--- config.mk ---
export PLATFORM = sky130hd
export DESIGN_NAME = mf3_skid
export DESIGN_NICKNAME = d
export VERILOG_FILES = /design/src/rtl/core/mf3_pkg.sv /design/src/rtl/core/mf3_skid.sv
export SDC_FILE = /design/constraint.sdc
export NUM_CORES = 1
export LEC_CHECK = 0
export BUFFER_PORTS_ARGS = -buffer_cell sky130_fd_sc_hd__buf_2
export CORE_MARGIN = 2
export CORE_UTILIZATION = 45
export CTS_BUF_LIST = sky130_fd_sc_hd__clkbuf_8 sky130_fd_sc_hd__clkbuf_16
export DETAILED_ROUTE_END_ITERATION = 10
export GPL_TIMING_DRIVEN = 0
export PLACE_DENSITY = 0.68
export SLEW_MARGIN = 40
export SYNTH_ARGS = -nofsm -noshare
export SYNTH_HDL_FRONTEND = slang
export SYNTH_SLANG_ARGS = --single-unit
--- constraint.sdc ---
create_clock -name i_clk -period 4.55 [get_ports i_clk]
set_input_delay 0.455 -clock i_clk [delete_from_list [all_inputs] [get_ports i_clk]]
set_output_delay 0.455 -clock i_clk [all_outputs]
set_load 0.01 [all_outputs]
--- src/rtl/core/mf3_pkg.sv ---
// ----------------------------------------------------------------------------
// mf3_pkg
// Shared types, constants and compare helpers of the 3x3 RGB median filter.
// ----------------------------------------------------------------------------
package mf3_pkg;

    localparam int MAX_WIDTH = 2048;
    localparam int CFG_W     = 12;
    localparam int COL_W     = $clog2(MAX_WIDTH);
    // input row runs up to height + 1 while the frame drains
    localparam int ROW_W     = CFG_W + 1;
    localparam int CNT_W     = (COL_W > CFG_W) ? COL_W : CFG_W;
    localparam int CH_W      = 8;
    localparam int NUM_CH    = 3;
    localparam int PIX_W     = CH_W * NUM_CH;
    localparam int WIN_N     = 9;
    localparam int CENTER    = 4;
    localparam int IDX_W     = 2;

    typedef logic [IDX_W-1:0] t_reg_idx;
    localparam t_reg_idx REG_WIDTH  = 2'd0;
    localparam t_reg_idx REG_HEIGHT = 2'd1;

    localparam logic [CFG_W-1:0] WIDTH_RESET  = 12'd640;
    localparam logic [CFG_W-1:0] HEIGHT_RESET = 12'd480;

    localparam logic OP_PIXEL = 1'b0;
    localparam logic OP_FLUSH = 1'b1;

    typedef logic [CH_W-1:0]  t_chan;
    typedef logic [PIX_W-1:0] t_pix;
    typedef logic [WIN_N-1:0][PIX_W-1:0] t_win;

    typedef struct packed {
        logic             valid;
        logic [COL_W-1:0] col;
        t_pix             px;
        logic             emit;
        logic             interior;
        logic             line_end;
        logic             frame_end;
    } t_front;

    typedef struct packed {
        logic valid;
        logic interior;
        logic line_end;
        logic frame_end;
    } t_side;

    typedef struct packed {
        t_pix pix;
        logic line_end;
        logic frame_end;
    } t_out;

    typedef struct packed {
        t_chan hi;
        t_chan mid;
        t_chan lo;
    } t_trip;

    function automatic t_chan chan(input t_pix p, input int ch);
        return p[ch*CH_W +: CH_W];
    endfunction

    function automatic t_chan min2(input t_chan a, input t_chan b);
        return (a < b) ? a : b;
    endfunction

    function automatic t_chan max2(input t_chan a, input t_chan b);
        return (a < b) ? b : a;
    endfunction

    function automatic t_chan min3(input t_chan a, input t_chan b, input t_chan c);
        return min2(min2(a, b), c);
    endfunction

    function automatic t_chan max3(input t_chan a, input t_chan b, input t_chan c);
        return max2(max2(a, b), c);
    endfunction

    function automatic t_chan med3(input t_chan a, input t_chan b, input t_chan c);
        return max2(min2(a, b), min2(max2(a, b), c));
    endfunction

    function automatic t_trip sort3(input t_chan a, input t_chan b, input t_chan c);
        t_trip t;
        t.lo  = min3(a, b, c);
        t.mid = med3(a, b, c);
        t.hi  = max3(a, b, c);
        return t;
    endfunction

endpackage

--- src/rtl/core/mf3_skid.sv ---
// ----------------------------------------------------------------------------
// mf3_skid
// Output register with skid stage; upstream ready comes from a flop.
// ----------------------------------------------------------------------------
module mf3_skid (
    input  logic          i_clk,
    input  logic          i_rst_n,
    input  logic          i_valid,
    input  mf3_pkg::t_out i_data,
    output logic          o_ready,
    output logic          o_valid,
    output mf3_pkg::t_out o_data,
    input  logic          i_ready
);

    logic          r_out_valid;
    mf3_pkg::t_out r_out;
    logic          r_skid_valid;
    mf3_pkg::t_out r_skid;

    assign o_ready = !r_skid_valid;

    always_ff @(posedge i_clk) begin
        if (!i_rst_n) begin
            r_out_valid  <= 1'b0;
            r_skid_valid <= 1'b0;
        end else begin
            if (!r_out_valid || i_ready) begin
                if (r_skid_valid) begin
                    r_out        <= r_skid;
                    r_out_valid  <= 1'b1;
                    r_skid_valid <= 1'b0;
                end else begin
                    r_out       <= i_data;
                    r_out_valid <= i_valid;
                end
            end else if (i_valid && !r_skid_valid) begin
                // output blocked: park the incoming word
                r_skid       <= i_data;
                r_skid_valid <= 1'b1;
            end
        end
    end

    assign o_valid = r_out_valid;
    assign o_data  = r_out;

endmodule

==> impl_metrics.ini <==
[power_and_ir_drop]
leakagePower_uw = 0.000965
powerDensity_nw_per_um2 = 400
irDropWorstVdd_mv = 0.256

[synth]
synth_nets = 121
syn_area_um2 = 2000
ys_seq_area_share_pct = 80.1
syn_avg_cell_area_um2 = 22.0
synth_warnings = 0
ys_types = 15
ys_ff_latch = 54
netlist_instances = 91

[setup_path]
endpoint_kind = flop
reg2reg_slack_ps = 2640
cp_max_fo = 10
startpoint_type = flop
cp.arrival_ps = 1930
criticalPathCategory = reg2reg
crit_required_ps = 4570

[grt]
track_usage_pct = 14.0
grt_max_degree = 27
antenna_found_initial = 0
grt_pass1_wl_mm = 5.31
first_global_vias = 1125
grt_overflow_total = 0

[routing]
drc = 0
wl_mm = 3.28
drt_pass1_iterations = 3
ant_nets = 0
first_iter_violations = 118
wl_per_cell_um = 15.5
viasPerCell = 5.00
vias = 1061

[clock_tree]
postCtsHoldBufs = 0
clock-sinks = 54
clockBufferDepth = 2
clk_latency_ps = 300
postCtsSetupBuffers = 0
cts_buffers = 5
htreeDepth = 2
tritoncts = done
cts_resized = 0
root_buffer = clkbuf_8
clk_pin_slew_ps = 90

[sta]
finalCritPeriodShare_pct = 42.0
min_period_ps = 1910
max_freq_mhz = 523
tns_ps = 0
fin_skew_ps = 7.33
relSlewSlack_pct = 58.5
tightestPinTransition_ps = 622
final-setup-viol-count = 0
hold_ws_ps = 337
rsz0062_at_grt = no
hold_viol = 0
slew_viol_final = 0

[die]
num_rows = 24
dieArea_um2 = 4990
die_x_um = 70.7
die_height_um = 70.7
initial_core_util_pct = 46.3
num_io_pins = 58
design.core.area_um2 = 4320

[placement]
port_buffers = 57
post-dp-hpwl_mm = 2.37
gp_congestion = 0.750

[final_layout]
fill_cells = 356
final_common_cell = buf_2
fin_nets = 189
drive_gt1_share_pct = 62.5
layout_common_cells = buf_2 (60), edfxtp_1 (52), mux2_2 (19)
syn2layout_area_growth_pct = 25.7
antenna_cells = 0

[job]
drv_cap = 0

[worst_hold_path]
hp-class = in2reg

[run_status]
status = finished clean
-- power breakdown --
group	switching, µW	total (µW)	leakage (µW)	internal (µW)
logic	34.3	69.1	0.000397	34.8
clock network	148	366	0.0000658	218
registers	4.39	571	0.000503	567
-- synthesized netlist by cell type --
cell	instances	area (µm²)
mux2_2	19	214
edfxtp_1	52	1560
nor3_1	1	5.00
and2_1	1	6.26
nor2_1	1	3.75
buf_2	1	5.00
a21boi_1	1	7.51
buf_6	1	11.3
nand2b_1	1	6.26
inv_1	1	3.75
nor3b_2	1	12.5
dfxtp_1	2	40.0
buf_8	1	15.0
mux2_4	7	105
nand2_1	1	3.75
-- layout make-up --
type                            instances  area (µm²)  share of cell area [%]
Buffer                                  3        31.3                    1.24
Clock buffer                            5        68.8                    2.74
Clock inverter                          3        63.8                    2.54
Inverter                                1        3.75                   0.149
Multi-Input combinational cell         33         370                    14.7
Sequential cell                        54        1600                    63.7
Tap cell                               52        65.1                    2.59
Timing Repair Buffer                   61         310                    12.3
-- registers in the layout, indices dropped and copies added (netlist names) --
signal,flops
o_valid,1
r_skid,26
r_skid_valid,1
o_data,26
-- kinds of logic (layout without fill, tap and decap cells) --
logic type             Yosys count  after routing  synth area share (%)
AO/OA/AOI/OAI                    1              1                 0.375
multiplexers                    26             26                  15.9
AND/OR/NAND/NOR                  6              6                  1.88
buffers and inverters            4             73                  1.75
flip-flops                      54             54                  80.1
-- final timing paths --
check                                   from         end  cells past startpoint
worst min-delay path               i_data[2]   r_skid[2]                      1
worst max-delay path            r_skid_valid  r_skid[24]                      6
worst max register to register  r_skid_valid  r_skid[24]                      6
worst min register to register     r_skid[9]   o_data[9]                      1
-- per-layer routing --
layer | GRT usage [%] | vias up | wire, µm
met5 | 0 | - | 0
met4 | 4.40 | 0 | 36
met3 | 6.13 | 6 | 254
met2 | 23.4 | 40 | 1620
met1 | 16.6 | 525 | 1370
li1 | - | 490 | -
-- critical path, cell delays in order, from the launching register on --
cell and delay (ps):
dfxtp_1 330, buf_6 150, buf_8 150, nor3_2 360, buf_2 250, buf_2 210, buf_4 190
-- metrics by stage --
stage / std cells / utilization, % / total power [µW] / setup WS [ps] / area (µm²)
5_1_grt: 212 / 58.2 / 1040 / 2500 / 2510
3_5_place_dp: 204 / 55.1 / 654 / 2470 / 2380
6_report: 212 / 58.2 / 1010 / 2640 / 2510
2_1_floorplan: 91 / - / 617 / 1620 / 2000
4_1_cts: 212 / 58.2 / 1020 / 2610 / 2510
3_3_place_gp: 200 / 54.4 / 649 / 674 / 2350
No activity file was read; power rests on OpenSTA's default activity.
