===== src/rtl/core/mf3_pkg.sv =====
// ----------------------------------------------------------------------------
// mf3_pkg
// Shared types, constants and compare helpers of the 3x3 RGB median filter.
// ----------------------------------------------------------------------------
package mf3_pkg;

    localparam int MAX_WIDTH = 2048;
    localparam int CFG_W     = 12;
    localparam int COL_W     = $clog2(MAX_WIDTH);
    // input row runs up to height + 1 while the frame drains
    localparam int ROW_W     = CFG_W + 1;
    localparam int CNT_W     = (COL_W > CFG_W) ? COL_W : CFG_W;
    localparam int CH_W      = 8;
    localparam int NUM_CH    = 3;
    localparam int PIX_W     = CH_W * NUM_CH;
    localparam int WIN_N     = 9;
    localparam int CENTER    = 4;
    localparam int IDX_W     = 2;

    typedef logic [IDX_W-1:0] t_reg_idx;
    localparam t_reg_idx REG_WIDTH  = 2'd0;
    localparam t_reg_idx REG_HEIGHT = 2'd1;

    localparam logic [CFG_W-1:0] WIDTH_RESET  = 12'd640;
    localparam logic [CFG_W-1:0] HEIGHT_RESET = 12'd480;

    localparam logic OP_PIXEL = 1'b0;
    localparam logic OP_FLUSH = 1'b1;

    typedef logic [CH_W-1:0]  t_chan;
    typedef logic [PIX_W-1:0] t_pix;
    typedef logic [WIN_N-1:0][PIX_W-1:0] t_win;

    typedef struct packed {
        logic             valid;
        logic [COL_W-1:0] col;
        t_pix             px;
        logic             emit;
        logic             interior;
        logic             line_end;
        logic             frame_end;
    } t_front;

    typedef struct packed {
        logic valid;
        logic interior;
        logic line_end;
        logic frame_end;
    } t_side;

    typedef struct packed {
        t_pix pix;
        logic line_end;
        logic frame_end;
    } t_out;

    typedef struct packed {
        t_chan hi;
        t_chan mid;
        t_chan lo;
    } t_trip;

    function automatic t_chan chan(input t_pix p, input int ch);
        return p[ch*CH_W +: CH_W];
    endfunction

    function automatic t_chan min2(input t_chan a, input t_chan b);
        return (a < b) ? a : b;
    endfunction

    function automatic t_chan max2(input t_chan a, input t_chan b);
        return (a < b) ? b : a;
    endfunction

    function automatic t_chan min3(input t_chan a, input t_chan b, input t_chan c);
        return min2(min2(a, b), c);
    endfunction

    function automatic t_chan max3(input t_chan a, input t_chan b, input t_chan c);
        return max2(max2(a, b), c);
    endfunction

    function automatic t_chan med3(input t_chan a, input t_chan b, input t_chan c);
        return max2(min2(a, b), min2(max2(a, b), c));
    endfunction

    function automatic t_trip sort3(input t_chan a, input t_chan b, input t_chan c);
        t_trip t;
        t.lo  = min3(a, b, c);
        t.mid = med3(a, b, c);
        t.hi  = max3(a, b, c);
        return t;
    endfunction

endpackage


===== src/rtl/core/mf3_median.sv =====
// ----------------------------------------------------------------------------
// mf3_median
// Three-stage median network: row sort, column select, final median of three.
// ----------------------------------------------------------------------------
module mf3_median (
    input  logic           i_clk,
    input  logic           i_rst_n,
    input  logic           i_en,
    input  mf3_pkg::t_win  i_win,
    input  mf3_pkg::t_side i_side,
    output logic           o_valid,
    output mf3_pkg::t_out  o_data
);

    mf3_pkg::t_trip r_rows [mf3_pkg::NUM_CH][3];
    mf3_pkg::t_side r_side1;
    mf3_pkg::t_pix  r_ctr1;

    mf3_pkg::t_chan r_lo_max  [mf3_pkg::NUM_CH];
    mf3_pkg::t_chan r_mid_med [mf3_pkg::NUM_CH];
    mf3_pkg::t_chan r_hi_min  [mf3_pkg::NUM_CH];
    mf3_pkg::t_side r_side2;
    mf3_pkg::t_pix  r_ctr2;

    logic           r_valid;
    mf3_pkg::t_out  r_data;

    always_ff @(posedge i_clk) begin
        if (!i_rst_n) begin
            r_side1.valid <= 1'b0;
            r_side2.valid <= 1'b0;
            r_valid       <= 1'b0;
        end else if (i_en) begin
            for (int ch = 0; ch < mf3_pkg::NUM_CH; ch++) begin
                for (int row = 0; row < 3; row++) begin
                    r_rows[ch][row] <= mf3_pkg::sort3(
                        mf3_pkg::chan(i_win[3*row], ch),
                        mf3_pkg::chan(i_win[3*row + 1], ch),
                        mf3_pkg::chan(i_win[3*row + 2], ch));
                end
                // median of nine = med3(max of lows, med of mids, min of highs)
                r_lo_max[ch]  <= mf3_pkg::max3(r_rows[ch][0].lo, r_rows[ch][1].lo,
                                               r_rows[ch][2].lo);
                r_mid_med[ch] <= mf3_pkg::med3(r_rows[ch][0].mid, r_rows[ch][1].mid,
                                               r_rows[ch][2].mid);
                r_hi_min[ch]  <= mf3_pkg::min3(r_rows[ch][0].hi, r_rows[ch][1].hi,
                                               r_rows[ch][2].hi);
                r_data.pix[ch*mf3_pkg::CH_W +: mf3_pkg::CH_W] <= r_side2.interior ?
                    mf3_pkg::med3(r_lo_max[ch], r_mid_med[ch], r_hi_min[ch]) :
                    mf3_pkg::chan(r_ctr2, ch);
            end
            r_side1          <= i_side;
            r_ctr1           <= i_win[mf3_pkg::CENTER];
            r_side2          <= r_side1;
            r_ctr2           <= r_ctr1;
            r_valid          <= r_side2.valid;
            r_data.line_end  <= r_side2.line_end;
            r_data.frame_end <= r_side2.frame_end;
        end
    end

    assign o_valid = r_valid;
    assign o_data  = r_data;

endmodule


===== config.mk =====
export PLATFORM = sky130hd
export DESIGN_NAME = mf3_median
export DESIGN_NICKNAME = d
export VERILOG_FILES = /design/src/rtl/core/mf3_pkg.sv /design/src/rtl/core/mf3_median.sv
export SDC_FILE = /design/constraint.sdc
export NUM_CORES = 1
export LEC_CHECK = 0
export BUFFER_PORTS_ARGS = -buffer_cell sky130_fd_sc_hd__buf_2
export CAP_MARGIN = 5
export CORE_ASPECT_RATIO = 1.5
export CORE_UTILIZATION = 65
export CTS_CLUSTER_DIAMETER = 80
export DETAILED_ROUTE_END_ITERATION = 7
export PLACE_DENSITY = 0.9
export SLEW_MARGIN = 20
export SYNTH_ARGS = -nofsm -noshare
export SYNTH_HDL_FRONTEND = slang
export SYNTH_SLANG_ARGS = --single-unit

===== constraint.sdc =====
create_clock -name i_clk -period 21.3 [get_ports i_clk]
set_clock_uncertainty 0.15 [all_clocks]
set_input_delay 6.39 -clock i_clk [delete_from_list [all_inputs] [get_ports i_clk]]
set_output_delay 6.39 -clock i_clk [all_outputs]
set_load 0.01 [all_outputs]

==> impl_metrics.yaml, run 1 <==
yosys:
  synth-seq-cells: 371
  yosysTopAreaCell: "edfxtp_1"
  yosysWarningCount: 0
  synth_nets: 3949
  synth_cell_types: 82
  netlist_area_sq_um: 32000
  yosysMostFrequentCell: "ha_1"
  synth_area_per_cell_sq_um: 9.79
  synth_edf_count: 368
  synth_commonest_cells: "ha_1 (462), inv_1 (383), edfxtp_1 (368)"
  synth_ff_type: "edfxtp_1"
  synth.area.top_cells: "edfxtp_1 (35%), ha_1 (18%), mux2_2 (9.3%), o21ai_0 (4.6%), inv_1 (4.5%)"
  syn_inst: 3264
  synth_top_cell_area_share: 0.346
  synthArstFlopShare: 0
  yosysSeqAreaShare: 0.348
clocking:
  h-tree-depth: 2
  clock-sinks: 371
  cts_resized: 0
  cts_tree: "yes"
  insertion_delay_ns: 0.54
  clk_pin_slew_worst_paths_ns: 0.06
  cts_setup_buffers: 0
  numCtsBuffers: 38
  clockBufferDepth: 3
  postCtsHoldBufs: 0
  root_buffer: "clkbuf_16"
sta:
  tightestPinTransition_ns: 1.10
  period_share: 0.569
  fmax_mhz: 82.5
  hold_viol: 0
  fin_crit_ns: 12.13
  final_max_slew_viol_count: 0
  tns_ns: 0
  rsz0062_at_grt: "no"
  maxSlewHeadroom: 0.269
  finalSetupViolCount: 0
finish:
  drive_above_1_share: 0.182
  fin_nets: 4170
  final_util: 0.722
  n_fill_cell: 3479
  syn2layout_area_growth_pct: 9.73
global_routing:
  grt_max_degree: 179
  grt_use_total: 0.330
  grt_pass1_vias: 26000
  antenna_found_initial: 15
  globalRouteOverflowTotal: 0
  grt_pass1_wl_mm: 130
floorplanning:
  die_h_microns: 274
  chipWidth_microns: 183
  rows: 99
  core_sq_um: 48600
  initial_core_util: 0.658
  die_area_sq_um: 50100
  io_pins: 250
critical_path:
  arrival_ns: 12.26
  rrSetupSlack_ns: 14.35
  criticalPathCategory: "in2reg"
  end_kind: "flip-flop"
  start_kind: "input port"
  required_ns: 21.43
  cp_max_fo: 24
power_and_ir_drop:
  power_mw: 3.79
  power_density_nw_per_um2: 108
  leakage_nw: 16.0
  peakVddDrop_mv: 0.0883
routing:
  ant_nets: 0
  via_per_inst: 6.28
  drc: 0
  first_iter_violations: 1666
  via_count: 26200
  firstDrtPassIters: 6
  wl_mm: 83.6
  wl_per_cell_microns: 20.0
hold_path:
  hp-class: "reg2reg"
placed_design:
  dpl.hpwl_mm: 65.5
  portBuffers: 249
  gp_routability_congestion: 0.970
status:
  status: "complete, no violations"
run:
  cap_viol_max_count: 0
[cell usage in the layout, fill, tap and decap left out, drive strengths merged, types with 41 or more instances in the layout]
cell type  Yosys  final
o21ai        304    304
edfxtp       368    368
nor2         169    169
inv          383    387
mux2i        131    131
nand4         43     43
nand2        287    287
a211oi        41     41
mux2         263    263
ha           462    462
clkbuf        41     45
a21oi        210    210
a21o         114    114
buf           37    259
nand2b        44     44
[worst max-delay path, cell delays in order]
cell       delay (ns)
buf_2            0.11
ha_1             0.31
a2111oi_0        0.61
nor2b_1          0.21
o21ai_1          0.16
nand2_2          0.39
mux2_2           0.41
ha_1             0.30
o21ai_0          0.09
a221oi_1         0.38
nor2_1           0.16
a31oi_4          0.59
mux2i_1          0.31
ha_1             0.28
a21o_1           0.16
a21o_1           0.17
a21oi_1          0.23
o2111a_1         0.24
a31oi_2          0.29
o311ai_0         0.39
nor2_1           0.08
[routing by layer]
| layer | GRT usage | up-vias | part of all wire |
|---|---|---|---|
| li1 | - | 12500 | - |
| met1 | 0.345 | 12200 | 0.36 |
| met2 | 0.586 | 1062 | 0.49 |
| met3 | 0.0488 | 398 | 0.055 |
| met4 | 0.266 | 16 | 0.087 |
| met5 | 0 | - | 0.0013 |
[state kept, by name (all words and copies together) (netlist names)]
| signal | cells |
|---|---|
| r_ctr1 | 24 |
| o_valid | 1 |
| r_rows | 216 |
| r_side2 | 4 |
| r_ctr2 | 24 |
| r_mid_med | 24 |
| r_lo_max | 24 |
| r_side1 | 4 |
| r_hi_min | 24 |
| o_data | 26 |
[final timing paths]
path	from	cells past startpoint	to
hold reg to reg	r_ctr1[12]	0	r_ctr2[12]
hold / removal	r_ctr1[12]	0	r_ctr2[12]
setup reg to reg	r_lo_max[0][15]	20	o_data[11]
setup / recovery	i_win[149]	21	r_rows[0][8]
[layout make-up]
type | count | area [sq um] | share of cell area
Antenna cell | 10 | 25.0 | 0.000713
Clock buffer | 45 | 998 | 0.0285
Clock inverter | 24 | 254 | 0.00724
Inverter | 383 | 1440 | 0.0410
Multi-Input combinational cell | 2432 | 19100 | 0.544
Sequential cell | 371 | 11100 | 0.317
Tap cell | 656 | 821 | 0.0234
Timing Repair Buffer | 259 | 1340 | 0.0381
[cell families (layout without fill, tap and decap cells)]
kind of cell	count (synthesis)	count (layout)	share of synthesized area
adder cells (fa/ha/maj)	462	462	0.181
AO/OA/AOI/OAI	867	867	0.178
multiplexers	394	394	0.134
buffers and inverters	461	711	0.0560
flip-flops	371	371	0.348
other	0	10	0
AND/OR/NAND/NOR	709	709	0.104
[power breakdown]
| group | leakage (nW) | switching [mW] | internal (mW) |
|---|---|---|---|
| sequential | 3.48 | 0.0782 | 0.998 |
| combinational | 11.9 | 1.20 | 0.827 |
| clock | 0.616 | 0.297 | 0.389 |
[stage by stage]
step                hold WS (ns)  worst slack [ns]  instance area, sq um  instances
floorplan                  0.250              5.70                 32000       3264
global placement           0.250              8.74                 33800       4101
detailed placement         0.255              8.61                 33800       4101
CTS                        0.252              9.19                 35000       4170
global route               0.266              8.60                 35100       4175
finish                     0.255              9.17                 35100       4180
Note: power is estimated with default switching activity, not from simulation.
==> run 2: changes to the inputs <==
CORE_UTILIZATION = 56   (was 65)
PLACE_DENSITY = 0.83   (was 0.9)
clock period = 10 ns   (was 21.3 ns; I/O delays follow)
==> impl_metrics.yaml, run 2 (synthesis results as in run 1) <==
power_and_ir_drop:
  power_density_nw_per_um2: 226
  switchingPower_mw: 3.24
  p_clk_frac: 0.180
  combPwrFrac: 0.533
  p_seq_frac: 0.288
  peakVddDrop_mv: 0.149
  p_int_mw: 4.69
  swShare: 0.408
  power_mw: 7.93
  leakage_nw: 15.9
critical_path:
  slowest_stage: "a2111oi_0"
  required_ns: 10.14
  cp_max_fo: 24
  end_kind: "flip-flop"
  arrival_ns: 8.70
  worst_path_most_repeated_cell: "ha_1"
  r2r_end: "o_data[17]"
  r2r_cells: 21
  path_buf_inv: 1
  criticalPathCategory: "in2reg"
  max_stage_delay_ns: 0.63
  cp_top_family: "compound AO/OA/AOI/OAI gates"
  start_kind: "input port"
  rrSetupSlack_ns: 3.21
  worstReg2RegStart: "r_mid_med[0][13]"
  crit_chain: "buf_2, ha_1, a2111oi_0, nor2b_1, o21ai_1, nand2_2, mux2_2, ha_1, a21oi_1, o21ai_0, nor2_1, a31oi_4, mux2i_1, ha_1, a21o_1, a21o_1, a21oi_1, o2111a_1, a31oi_2, o311ai_0, nor2_1"
routing:
  top_layer: "met5"
  wl_mm: 79.4
  ant_nets: 0
  drc: 0
  via_per_inst: 5.98
  via_count: 25500
  wl_met1_mm: 30.8
  first_iter_violations: 1163
  wl_per_cell_microns: 18.6
  met2_wirelength_mm: 39.7
  firstDrtPassIters: 5
  wl_met3_mm: 3.33
global_routing:
  grt_use_total: 0.270
  grt_max_degree: 198
  antenna_found_initial: 1
  grt_pass1_wl_mm: 125
  grt_pass1_vias: 24900
  globalRouteOverflowTotal: 0
hold_path:
  min_to: "o_data[0]"
  hp-class: "reg2reg"
  hold_path_depth: 0
  min_from: "r_side2[0]"
status:
  status: "complete, no violations"
floorplanning:
  rows: 106
  die_area_sq_um: 58100
  initial_core_util: 0.570
  core_sq_um: 56100
  io_pins: 250
  chipWidth_microns: 197
  die_h_microns: 295
sta:
  rsz0062_at_grt: "no"
  final_max_slew_viol_count: 0
  period_share: 0.856
  fin_worst_hold_slack_ns: 0.270
  finalSetupViolCount: 0
  hold_viol: 0
  maxSlewHeadroom: 0.210
  fmax_mhz: 117
  tns_ns: 0
  fin_crit_ns: 8.56
  tightestPinTransition_ns: 1.19
clocking:
  root_buffer: "clkbuf_16"
  cts_resized: 0
  clk_pin_slew_worst_paths_ns: 0.06
  cts_setup_buffers: 0
  h-tree-depth: 2
  insertion_delay_ns: 0.54
  numCtsBuffers: 37
  clock-sinks: 371
  postCtsHoldBufs: 0
  cts_tree: "yes"
  clockBufferDepth: 3
finish:
  n_fill_cell: 4545
  largest_reg_flops: 216
  layout.cells.most_common_list: "ha_1 (462), inv_1 (383), edfxtp_1 (368)"
  final_util: 0.626
  antenna_cells_inserted: 0
  drive_above_1_share: 0.180
  multi_input_area_sq_um: 19100
  regMostFlops: "r_rows"
  mostFrequentLayoutCell: "ha_1"
  final_area_sq_um: 35100
  syn2layout_area_growth_pct: 9.89
  fin_nets: 4169
  ff_latch_area_sq_um: 11100
placed_design:
  portBuffers: 249
  placed_cell_area_sq_um: 33900
  gp_routability_congestion: 0.940
  dpl.hpwl_mm: 63.2
run:
  cap_viol_max_count: 0
[run 2: cell count changes in the layout (fill, tap and decap cells not counted)]
cell,change
diode_2,-10
clkinv_1,+5
clkinv_2,-3
clkinv_4,-3
inv_6,-3
clkinvlp_4,+2
a21oi_1,+1
a21oi_4,-1
buf_4,+1
buf_6,-1
[run 2: per-stage QoR]
step	setup WS, ns	cells
floorplan	1.89	3264
global placement	0.958	4201
detailed placement	0.925	4201
CTS	1.53	4268
global route	1.02	4268
finish	1.44	4268
[run 2: per-layer routing]
layer,global-route usage,vias to the layer above
li1,-,12500
met1,0.295,12000
met2,0.491,778
met3,0.0291,251
met4,0.181,2
met5,0,-
[run 2: worst max-delay path by stage]
stage | start | end | cells past startpoint
after floorplan | i_rst_n | o_data[0] | 1
after global placement | i_win[173] | r_rows[0][8] | 22
after detailed placement | i_win[149] | r_rows[0][8] | 21
after CTS | i_win[149] | r_rows[0][8] | 21
after global routing | i_win[173] | r_rows[0][8] | 24
final | i_win[149] | r_rows[0][8] | 21
[run 2: power by group through the flow]
stage | sequential [mW] | combinational [mW] | clock, mW
floorplan | 2.25 | 3.22 | 0
global placement | 2.30 | 4.02 | 0
detailed placement | 2.31 | 4.14 | 0
CTS | 2.28 | 4.19 | 1.45
global route | 2.30 | 4.72 | 1.50
finish | 2.28 | 4.23 | 1.42
[run 2: cell type report]
cell class	instances	area share
clock buffers	45	0.0284
repair buffers	259	0.0380
clock inverters	22	0.00627
well taps	756	0.0269
flip-flops and latches	371	0.316
inverters	383	0.0409
multi-input cells	2432	0.543
